### config.mk
export PLATFORM = sky130hd
export DESIGN_NAME = fir_filter_51_tap_q15
export DESIGN_NICKNAME = d
export VERILOG_FILES = /design/src/hdl/fir51q15_pkg.sv /design/src/hdl/fir51q15_ram.sv /design/src/hdl/fir51q15_mac.sv /design/src/hdl/fir_filter_51_tap_q15.sv
export SDC_FILE = /design/constraint.sdc
export NUM_CORES = 2
export LEC_CHECK = 0
export ABC_AREA = 1
export BUFFER_PORTS_ARGS = -buffer_cell sky130_fd_sc_hd__buf_2
export CORE_MARGIN = 4
export CORE_UTILIZATION = 69
export CTS_CLUSTER_SIZE = 14
export DETAILED_ROUTE_END_ITERATION = 16
export HOLD_SLACK_MARGIN = 0.08
export PLACE_DENSITY = 0.84
export REMOVE_ABC_BUFFERS = 1
export SYNTH_ARGS = -nofsm -noshare
export SYNTH_HDL_FRONTEND = slang
export SYNTH_SLANG_ARGS = --single-unit
### constraint.sdc
create_clock -name aclk -period 14.7 [get_ports aclk]
set_input_delay 2.94 -clock aclk [delete_from_list [all_inputs] [get_ports aclk]]
set_output_delay 2.94 -clock aclk [all_outputs]
set_load 0.02 [all_outputs]
### src/hdl/fir51q15_pkg.sv
package fir51q15_pkg;

    localparam int SAMPLE_W    = 16;
    localparam int Q_SHIFT     = 15;
    localparam int TAPS_DEFAULT = 51;
    localparam int ROM_WORDS   = 51;
    localparam int ROM_IW      = $clog2(ROM_WORDS);
    // Wide enough to index any tap count up to 256
    localparam int ROM_IDX_W   = 8;

    localparam logic signed [SAMPLE_W-1:0] COEF_ROM [0:ROM_WORDS-1] = '{
        16'sd13,    -16'sd11,   -16'sd90,   -16'sd57,   16'sd169,   16'sd212,
        -16'sd186,  -16'sd416,  16'sd81,    16'sd525,   16'sd73,    -16'sd412,
        -16'sd46,   16'sd133,   -16'sd415,  -16'sd1,    16'sd1338,  16'sd438,
        -16'sd2369, -16'sd1655, 16'sd2894,  16'sd3387,  -16'sd2418, -16'sd4936,
        16'sd945,   16'sd5558,  16'sd945,   -16'sd4936, -16'sd2418, 16'sd3387,
        16'sd2894,  -16'sd1655, -16'sd2369, 16'sd438,   16'sd1338,  -16'sd1,
        -16'sd415,  16'sd133,   -16'sd46,   -16'sd412,  16'sd73,    16'sd525,
        16'sd81,    -16'sd416,  -16'sd186,  16'sd212,   16'sd169,   -16'sd57,
        -16'sd90,   -16'sd11,   16'sd13
    };

    // Control bundle from the sequencer to the multiply-accumulate unit
    typedef struct packed {
        logic clear;
        logic mul_en;
        logic acc_en;
    } mac_ctrl_t;

    // Entries past the stored table read as zero
    function automatic logic signed [SAMPLE_W-1:0] coef_at(
        input logic [ROM_IDX_W-1:0] idx
    );
        logic signed [SAMPLE_W-1:0] c;
        c = '0;
        if (idx < ROM_IDX_W'(ROM_WORDS)) begin
            c = COEF_ROM[idx[ROM_IW-1:0]];
        end
        return c;
    endfunction

endpackage

### src/hdl/fir51q15_ram.sv
module fir51q15_ram #(
    parameter int WIDTH = fir51q15_pkg::SAMPLE_W,
    parameter int DEPTH = fir51q15_pkg::TAPS_DEFAULT,
    parameter int AW    = $clog2(DEPTH)
) (
    input  logic             aclk,
    input  logic             we,
    input  logic [AW-1:0]    waddr,
    input  logic [WIDTH-1:0] wdata,
    input  logic [AW-1:0]    raddr,
    output logic [WIDTH-1:0] rdata
);

    logic [WIDTH-1:0] mem [0:DEPTH-1];
    logic [WIDTH-1:0] rdata_reg;

    always_ff @(posedge aclk) begin
        if (we) begin
            mem[waddr] <= wdata;
        end
        rdata_reg <= mem[raddr];
    end

    assign rdata = rdata_reg;

endmodule

### src/hdl/fir51q15_mac.sv
module fir51q15_mac #(
    parameter int ACC_W = 2 * fir51q15_pkg::SAMPLE_W + 7
) (
    input  logic                                       aclk,
    input  fir51q15_pkg::mac_ctrl_t                    ctrl,
    input  logic signed [fir51q15_pkg::SAMPLE_W-1:0]   sample,
    input  logic signed [fir51q15_pkg::SAMPLE_W-1:0]   coef,
    output logic signed [ACC_W-1:0]                    acc
);

    localparam int SW = fir51q15_pkg::SAMPLE_W;

    logic signed [2*SW-1:0] prod_reg;
    logic signed [ACC_W-1:0] acc_reg;
    logic signed [ACC_W-1:0] acc_next;

    // Register the product before it reaches the adder
    always_comb begin
        acc_next = acc_reg;
        if (ctrl.clear) begin
            acc_next = '0;
        end else if (ctrl.acc_en) begin
            acc_next = acc_reg + ACC_W'(prod_reg);
        end
    end

    always_ff @(posedge aclk) begin
        if (ctrl.mul_en) begin
            prod_reg <= sample * coef;
        end
        acc_reg <= acc_next;
    end

    assign acc = acc_reg;

endmodule

### src/hdl/fir_filter_51_tap_q15.sv
// A result reaches m_valid after the tap sweep and drain; the input stays closed
//   until the result is registered, so a new sample waits for the previous one; the single
//   shared multiply-accumulate unit handles one tap per cycle.
// A finished result waits in the output register while the next sample is taken.
// Reset (aresetn low, synchronous): delay line reads as all zeros, write
//   position returns to slot 0, no result pending; no clearing pass needed.
module fir_filter_51_tap_q15 #(
    parameter int TAPS = fir51q15_pkg::TAPS_DEFAULT
) (
    input  logic                                     aclk,
    input  logic                                     aresetn,
    input  logic                                     s_valid,
    output logic                                     s_ready,
    input  logic signed [fir51q15_pkg::SAMPLE_W-1:0] s_audio_sample,
    output logic                                     m_valid,
    input  logic                                     m_ready,
    output logic signed [fir51q15_pkg::SAMPLE_W-1:0] m_filtered_sample
);

    localparam int SW    = fir51q15_pkg::SAMPLE_W;
    localparam int QS    = fir51q15_pkg::Q_SHIFT;
    localparam int RIW   = fir51q15_pkg::ROM_IDX_W;
    localparam int AW    = $clog2(TAPS);
    // Product width plus growth over TAPS terms, plus a guard bit
    localparam int ACC_W = 2 * SW + $clog2(TAPS) + 1;

    typedef enum logic [1:0] {
        ST_IDLE,
        ST_RUN,
        ST_DRAIN
    } state_t;

    state_t state_reg, state_next;

    logic [AW-1:0]   wr_pos_reg, wr_pos_next;   // slot for the next sample
    logic [AW-1:0]   rd_ptr_reg, rd_ptr_next;   // slot being read for tap k
    logic [AW-1:0]   k_reg, k_next;             // tap index
    logic [TAPS-1:0] valid_reg, valid_next;     // slot written since reset
    logic            issue_d1_reg;              // RAM data and coefficient ready
    logic            issue_d2_reg;              // product ready
    logic            tap_valid_reg;
    logic signed [SW-1:0] coef_reg;
    logic            m_valid_reg, m_valid_next;
    logic signed [SW-1:0] m_data_reg, m_data_next;

    logic                    accept;
    logic                    ram_we;
    logic [SW-1:0]           ram_rdata;
    logic signed [SW-1:0]    tap_sample;
    logic signed [ACC_W-1:0] acc;
    logic signed [ACC_W-1:0] shifted;
    logic signed [SW-1:0]    sat_value;
    logic                    in_range;
    fir51q15_pkg::mac_ctrl_t mac_ctrl;

    assign s_ready = (state_reg == ST_IDLE);
    assign accept  = s_valid && s_ready;
    assign ram_we  = accept;

    // Delay line storage: written on accept, read once per tap while running
    fir51q15_ram #(
        .WIDTH (SW),
        .DEPTH (TAPS)
    ) u_delay_ram (
        .aclk  (aclk),
        .we    (ram_we),
        .waddr (wr_pos_reg),
        .wdata (s_audio_sample),
        .raddr (rd_ptr_reg),
        .rdata (ram_rdata)
    );

    // Slots never written since reset read as zero
    assign tap_sample = tap_valid_reg ? signed'(ram_rdata) : '0;

    assign mac_ctrl.clear  = accept;
    assign mac_ctrl.mul_en = issue_d1_reg;
    assign mac_ctrl.acc_en = issue_d2_reg;

    fir51q15_mac #(
        .ACC_W (ACC_W)
    ) u_mac (
        .aclk   (aclk),
        .ctrl   (mac_ctrl),
        .sample (tap_sample),
        .coef   (coef_reg),
        .acc    (acc)
    );

    // Q15 scaling, floor rounding, then saturate to 16 bits
    assign shifted  = acc >>> QS;
    assign in_range = (&shifted[ACC_W-1:SW-1]) || !(|shifted[ACC_W-1:SW-1]);
    assign sat_value = in_range ? shifted[SW-1:0]
                     : (shifted[ACC_W-1] ? {1'b1, {(SW-1){1'b0}}}
                                         : {1'b0, {(SW-1){1'b1}}});

    always_comb begin
        state_next   = state_reg;
        wr_pos_next  = wr_pos_reg;
        rd_ptr_next  = rd_ptr_reg;
        k_next       = k_reg;
        valid_next   = valid_reg;
        m_valid_next = m_valid_reg;
        m_data_next  = m_data_reg;

        // Drop the pending result once it is taken
        if (m_valid_reg && m_ready) begin
            m_valid_next = 1'b0;
        end

        unique case (state_reg)
            ST_IDLE: begin
                if (accept) begin
                    valid_next[wr_pos_reg] = 1'b1;
                    rd_ptr_next = wr_pos_reg;
                    k_next      = '0;
                    state_next  = ST_RUN;
                end
            end
            ST_RUN: begin
                // Walk back in time: newest slot pairs with coefficient 0
                rd_ptr_next = (rd_ptr_reg == '0) ? AW'(TAPS - 1) : rd_ptr_reg - 1'b1;
                k_next      = k_reg + 1'b1;
                if (k_reg == AW'(TAPS - 1)) begin
                    state_next = ST_DRAIN;
                end
            end
            ST_DRAIN: begin
                // Wait for the last product to land, then for room at the output
                if (!issue_d1_reg && !issue_d2_reg && (!m_valid_reg || m_ready)) begin
                    m_valid_next = 1'b1;
                    m_data_next  = sat_value;
                    wr_pos_next  = (wr_pos_reg == AW'(TAPS - 1)) ? '0 : wr_pos_reg + 1'b1;
                    state_next   = ST_IDLE;
                end
            end
            default: begin
                state_next = ST_IDLE;
            end
        endcase
    end

    always_ff @(posedge aclk) begin
        if (!aresetn) begin
            state_reg     <= ST_IDLE;
            wr_pos_reg    <= '0;
            rd_ptr_reg    <= '0;
            k_reg         <= '0;
            valid_reg     <= '0;
            issue_d1_reg  <= 1'b0;
            issue_d2_reg  <= 1'b0;
            tap_valid_reg <= 1'b0;
            coef_reg      <= '0;
            m_valid_reg   <= 1'b0;
            m_data_reg    <= '0;
        end else begin
            state_reg     <= state_next;
            wr_pos_reg    <= wr_pos_next;
            rd_ptr_reg    <= rd_ptr_next;
            k_reg         <= k_next;
            valid_reg     <= valid_next;
            // Advance the tap pipeline alongside the registered RAM read
            issue_d1_reg  <= (state_reg == ST_RUN);
            issue_d2_reg  <= issue_d1_reg;
            tap_valid_reg <= valid_reg[rd_ptr_reg];
            coef_reg      <= fir51q15_pkg::coef_at(RIW'(k_reg));
            m_valid_reg   <= m_valid_next;
            m_data_reg    <= m_data_next;
        end
    end

    assign m_valid           = m_valid_reg;
    assign m_filtered_sample = m_data_reg;

    // A taken sample keeps the input closed for the whole tap sweep
    a_busy_after_accept: assert property (
        @(posedge aclk) disable iff (!aresetn)
        accept |=> !s_ready
    ) else $error("input accepted again right after a sample was taken");

    // A new result appears only out of the drain phase
    a_result_from_drain: assert property (
        @(posedge aclk) disable iff (!aresetn)
        $rose(m_valid) |-> $past(state_reg == ST_DRAIN)
    ) else $error("result raised outside the drain phase");

    // Pointers stay inside the delay line
    a_ptr_range: assert property (
        @(posedge aclk) disable iff (!aresetn)
        ({1'b0, wr_pos_reg} < (AW+1)'(TAPS)) && ({1'b0, rd_ptr_reg} < (AW+1)'(TAPS))
    ) else $error("delay line pointer out of range");

    // No accumulation may still be pending when the input reopens
    a_pipe_empty_idle: assert property (
        @(posedge aclk) disable iff (!aresetn)
        s_ready |-> !issue_d1_reg && !issue_d2_reg
    ) else $error("tap pipeline busy while input is ready");

endmodule
After elaboration in Yosys (flattened, before gate mapping)
Memories as Yosys holds them, arrays and structs flattened. A register that Yosys moved wholly into a read port is not among the register bits.
Cells that the tools add are included.
{"block": "word_totals", "reg_bits": 162, "ram_bits": 816, "rom_bits": 1024, "n_memories": 2}
{"block": "classes", "add_sub_neg": 4, "mul": 1, "n_lt_le_gt_ge": 4, "n_eq_ne": 7, "muxes": 22, "bitwise": 2, "reduce_logical": 22}
{"name": "(no name shown)", "depth": 64, "word_bits": 16, "rd": 1, "rd_ports_with_merged_regs": 1, "write_ports": 0, "line": "fir51q15_pkg.sv:37", "rtl": "c = COEF_ROM[idx[ROM_IW-1:0]];"}
{"name": "u_delay_ram.mem", "depth": 51, "word_bits": 16, "rd": 1, "rd_ports_with_merged_regs": 1, "write_ports": 1, "line": "fir51q15_ram.sv:14", "rtl": "logic [WIDTH-1:0] mem [0:DEPTH-1];"}
{"cell": "51-bit OR", "count": 1}
{"cell": "16-bit two-way mux", "count": 3}
{"cell": "39-bit by 32-bit adder with 39-bit output", "count": 1}
{"cell": "16-bit by 16-bit multiplier with 32-bit output", "count": 1}
{"cell": "6-bit two-way mux", "count": 4}
{"cell": "6-bit one-hot mux with 2 select lines", "count": 2}
{"cell": "6-bit by 7-bit < comparator with 1-bit output (second input constant)", "count": 2}
{"cell": "6-bit by 1-bit adder with 6-bit output (second input constant)", "count": 2}
{"cell": "6-bit == test (second input constant)", "count": 2}
{"cell": "9-bit AND reduction", "count": 1}
{"cell": "9-bit OR reduction", "count": 1}
{"cell": "2-bit AND reduction", "count": 4}
{"cell": "1-bit two-way mux", "count": 7}
{"cell": "6-bit inverter with 7-bit output", "count": 1}
{"cell": "1-bit binary-select mux with 6-bit select", "count": 1}
{"cell": "1-bit demux with 6-bit select", "count": 1}
{"cell": "6-bit by 1-bit greater-or-equal comparator with 1-bit output (second input constant)", "count": 1}
{"cell": "6-bit logical NOT", "count": 1}
{"cell": "6-bit < comparator (second input constant)", "count": 1}
{"cell": "2-bit two-way mux", "count": 3}
{"cell": "2-bit one-hot mux with 3 select lines", "count": 1}
{"cell": "6-bit by 1-bit subtractor with 6-bit output (second input constant)", "count": 1}
{"cell": "1-bit logical AND", "count": 5}
{"cell": "1-bit logical NOT", "count": 5}
{"cell": "other kinds (8)", "count": 10}

Longest topological paths before layout
{"block": "depth", "depth_word": 5, "mapped_depth": 29, "mapped_depth_nobuf": 27}

Modules after synthesis
A second synthesis with hierarchy kept.
{"block": "unflattened", "hier_cells": 5787, "hier_area_um2": 54687.4}
{"module": "fir51q15_ram", "n_inst": 1, "cells_each": 2801, "area_each_um2": 33424.6, "seq_area_each_um2": 24823.8}
{"module": "fir51q15_mac", "n_inst": 1, "cells_each": 2166, "area_each_um2": 15736.3, "seq_area_each_um2": 1741.7}
{"module": "fir_filter_51_tap_q15", "n_inst": 1, "cells_each": 820, "area_each_um2": 5526.6, "seq_area_each_um2": 2102.0}

Worst setup path after synthesis
Ideal clock, no wire load.
{"block": "synth_timing", "path_type": "register -> register", "from": "reg tap_valid_reg", "to": "reg u_mac.prod_reg[30] (data pin)", "setup_time_ns": 0.252, "arrival_ns": 5.696, "t_required_ns": 14.448, "setup_slack_ns": 8.752, "path_stages_with_launch": 24, "path_cell_list": "dfxtp_1 > clkbuf_1 > nand2_1 > clkbuf_1 > nor2_1 > fa_1 > fa_1 > inv_1 > fa_1 > fa_1 > inv_1 > fa_1 > inv_1 > fa_1 > inv_1 > ha_1 > a21oi_1 > nor2_1 > a211oi_1 > o21ai_0 > a21oi_1 > nand2_1 > nand2_1 > nand2_1"}
{"block": "synth_via", "elab_chain_cells": 2}
{"element": "from (decl)", "line": "fir_filter_51_tap_q15.sv:41", "rtl": "logic tap_valid_reg;"}
{"element": "from (signal assigned)", "line": "fir_filter_51_tap_q15.sv:165", "rtl": "tap_valid_reg <= valid_reg[rd_ptr_reg];"}
{"element": "16-bit two-way mux", "line": "fir_filter_51_tap_q15.sv:74", "rtl": "assign tap_sample = tap_valid_reg ? signed'(ram_rdata) : '0;"}
{"element": "16-bit by 16-bit multiplier with 32-bit output", "line": "fir51q15_mac.sv:29", "rtl": "prod_reg <= sample * coef;"}
{"element": "to (signal assigned)", "line": "fir51q15_mac.sv:29"}
{"element": "to (decl)", "line": "fir51q15_mac.sv:13", "rtl": "logic signed [2*SW-1:0] prod_reg;"}
Every way passes these cells.
A chain may end at the register's enable or synchronous reset.

Final worst setup path
Same ends and word-level chain as after synthesis.

==> metrics.md <==
| Metric | Value |
|---|---|
| CTS Hold Buffers Added | 0 |
| Tcrit/Tclk final | between 40% and 50% |
| Clock network latency to the later pin of the worst-skew pair | approximately 0.70 ns |
| Layout cell share with drive strength beyond 1 | 5.639% |
| Vias/cell | 6.380 |
| Share of synthesized cell area in full adder, half adder and majority cells | a little over an eighth |
| Number of synthesized register bits | just over 1000 |
| Overall routed net length | 140300 µm |
| Worst hold-check path type | flip-flop to flip-flop |
| Unique masters post-synth | 57 |
| Total standard cell area after synthesis | 52180 µm² |
| Maximum number of pins on one net before global-route repair | between 200 and 250 |
| Critical setup path kind | flip-flop to flip-flop |
| Crit end category | flip-flop |
| Clock sink count | roughly 1000 |
| Area of the core region | 74700 µm² |
| Die X | about 280 µm |
| Post-layout nets | 5420 |
| Startpoint type of the worst setup path | flip-flop |
| Worst flop-to-flop path startpoint | tap_valid_reg |
| Fraction of the mapped netlist area in compound gates | a little over a tenth |
| Warnings, synthesis | 0 |
| Placed inst area | around 53000 µm² |
| Initial antenna violation count | 2 |
| Max capacitance violation total | 0 |
| Final Util | roughly three quarters |
| Post-detailed-route count of antenna-violating nets | 0 |
| CTS tree | built |
| Final-report hold violation count | 0 |
| Sequential share of power | 47.0% |
| Power consumption | 6.849 mW |
| Boundary Pins | 38 |
| Post-placement worst setup slack | about 8 ns |
| Buffer type at the clock tree root | clkbuf_16 |
| Most used flip-flop cell after synthesis | edfxtp_1 |
| Vias after detailed routing | 38660 |
| Endpoint arrival time on the critical path | 7.21 ns |
| Status | finished clean |
| Startpoint of the most critical hold path | valid_reg[33] |
| Combinational share of power | 16.1% |
| Largest family of logic cells by synthesized area | simple AND/OR/NAND/NOR gates |
| First-pass iteration count of the detailed router | 6 |
| Unrepaired setup endpoints after global routing | false |
| # port buffers | 37 |
| Largest register FFs | around 820 |
| Die area | 80080 µm² |
| Number of instances in the synthesized netlist | a little over 5000 |
| Critical path fanouts, max | 16 |
| DRC violation total after the first TritonRoute iteration | ~4600 |
| Power per Cell Area | between 100 and 150 nW/µm² |
| Share of synthesized area spent on multiplexers | 0% |
| Number of buffers inserted to repair setup after CTS | 0 |
| Fin cells | slightly above 6000 |
| Estimated wirelength of the detail-placed design | 87110 µm |
| Sw Share | 28.20% |
| Num CTS Buffers | between 90 and 100 |
| Final setup violation count | 0 |
| Post-synthesis simple-gate area fraction | between 10% and 20% |
| Final-report max-slew violation count | 0 |
| Net switching component of the power | 1.932 mW |
| # resized after CTS | 0 |
| Routed length per instance | ~23 µm |
| Synthesized area per cell | just over 10 µm² |
| Share of power burned in the clock network | a little under two fifths |
| Asr flop ratio synth | 0% |
| Layout-stage area growth over the synthesis result | 7.549% |
| Starting utilization of the core area | 69.85% |
| Residual overflow from global routing | 0 |
| Vertical extent of the die | ~280 µm |
| Non-Filler Cell Area, Final | 56120 µm² |
| CTS HTree Levels | 3 |
| Clock edge transition at the registers on the reported setup and hold paths | around 0.080 ns |
| Post-layout minimum cycle time | roughly 6.8 ns |
| Number of enable flip-flop cells after synthesis | 848 |
| Peak ir drop on the vdd network | ~0.00016 V |
| Critical path required time | around 15 ns |
| Relative max-transition margin | approximately 18% |
| Achievable clock frequency | ~150 MHz |
| Slew of the pin with the lowest slew margin | roughly 1.2 ns |
| Worst-case clock skew | 0.06566 ns |
| Via count of the first global-routing pass | approximately 38000 |
| Wire length of the first global-routing pass | ~210000 µm |
| Portion of the post-synthesis area used by sequential elements | 54.94% |
| Max Root-Sink Buffers | 3 |
| Internal power | between 4 and 5 mW |
| Start point of the critical path | tap_valid_reg |
| Placed Cells | 5878 |
| Leakage power figure | 22.02 nW |
| Minimum setup slack in the final design | 7.911 ns |
| All-layer global routing usage | about a third |
| Final weighted congestion in routability-driven placement | ~1 |
| Parity-gate share of the synthesized area counting xor and xnor cells | 0.9064% |
| Total DRC errors in the routed layout | 0 |
| Site row count | 100 |
==> area by class of cell <==
cell class	instances	area, µm²
antenna	1	2.502
timing repair buffer	106	728.2
inverter	533	2011
clock inverter	56	631.9
clock buffer	125	2644
tap	969	1212
fill	4728	18580
multi-input combinational	3262	20210
sequential	1008	28680
==> power by group through the flow <==
| stage | clock [mW] | sequential [mW] | combinational (mW) |
|---|---|---|---|
| 2_1_floorplan | 0 | 3.27 | 0.694 |
| 3_3_place_gp | 0 | 3.27 | 1.03 |
| 3_5_place_dp | 0 | 3.27 | 1.06 |
| 4_1_cts | 2.55 | 3.21 | 1.08 |
| 5_1_grt | 2.67 | 3.22 | 1.20 |
| 6_report | 2.53 | 3.22 | 1.10 |
==> layout by cell type (no fill, tap or decap), types with 23 or more instances in the layout <==
cell type	instances
o21ai_1	46
nor2_1	925
buf_4	67
dfxtp_1	155
o21ai_0	511
nand3_1	141
nor3_1	23
o221ai_1	53
inv_1	520
xor2_1	44
nand4_1	29
edfxtp_1	848
o22ai_1	129
clkinv_1	23
nand2_1	668
o211ai_1	60
ha_1	135
fa_1	257
a21oi_1	138
clkbuf_16	98
buf_2	37
==> cells in the mapped netlist (6+ instances only) <==
library cell  instances  area (µm²)
edfxtp_1            848       25460
a21oi_1             138       690.7
nor3_1               23       115.1
ha_1                135        1689
buf_6                26       292.8
o21ai_0             511        2557
xnor2_1              10       87.58
buf_2                85       425.4
o221ai_1             53       464.2
inv_1               522        1959
fa_1                257        5145
dfxtp_1             160        3203
nand4_1              29       181.4
o21bai_1              8       60.06
nor4_1                6       37.54
o22ai_1             129       807.0
nor2_1              934        3506
buf_4                25       187.7
nand3_1             141       705.7
inv_2                 6       22.52
buf_1                 9       33.78
o211ai_1             60       450.4
a21o_1                6       45.04
a31oi_1              13       81.33
o21ai_1              46       230.2
xor2_1               44       385.4
clkbuf_1             97       364.1
nand2_1             668        2507
==> per-stage QoR <==
| stage | setup TNS (ns) | hold slack [ns] |
|---|---|---|
| global route | 0 | 0.4890 |
| CTS | 0 | 0.4671 |
| finish | 0 | 0.4698 |
| detailed placement | 0 | 0.4530 |
| global placement | 0 | 0.4437 |
| floorplan | -9.152 | 0.4348 |
==> cell families (layout without fill, tap and decap cells) <==
family | count (synthesis) | after routing
simple gates | 1814 | 1814
flops | 1008 | 1008
compound gates | 1002 | 1002
buf+inv | 778 | 820
fa+ha+maj | 392 | 392
xor+xnor | 54 | 54
other cells | 0 | 1
==> worst paths after layout <==
kind | end | slack, ns | cells past startpoint
worst min register to register | valid_reg[33] | 0.47 | 2
worst min-delay path | valid_reg[33] | 0.47 | 2
worst max-delay path | u_mac.prod_reg[30] | 7.91 | 21
worst max register to register | u_mac.prod_reg[30] | 7.91 | 21
==> metal layers <==
layer  vias up  wire length, µm  track usage, %
li1      17070                -               -
met1     18560            48450           42.81
met2      2489            67630           56.27
met3       540            14100           6.230
met4         2            10120           21.71
met5         -                8               0
==> critical path: stages (launching register included) <==
cell      delay, ns
dfxtp_1        0.68
nand2_1        0.45
nor2_1         0.39
fa_1           0.60
fa_1           0.83
inv_1          0.15
fa_1           0.44
fa_1           0.55
inv_1          0.06
fa_1           0.53
inv_1          0.05
fa_1           0.47
inv_1          0.04
ha_1           0.34
a21oi_1        0.23
nor2_1         0.06
a211oi_1       0.25
o21ai_0        0.11
a21oi_1        0.16
nand2_1        0.07
nand2_1        0.05
nand2_1        0.04
(Power assumes the default switching activity.)
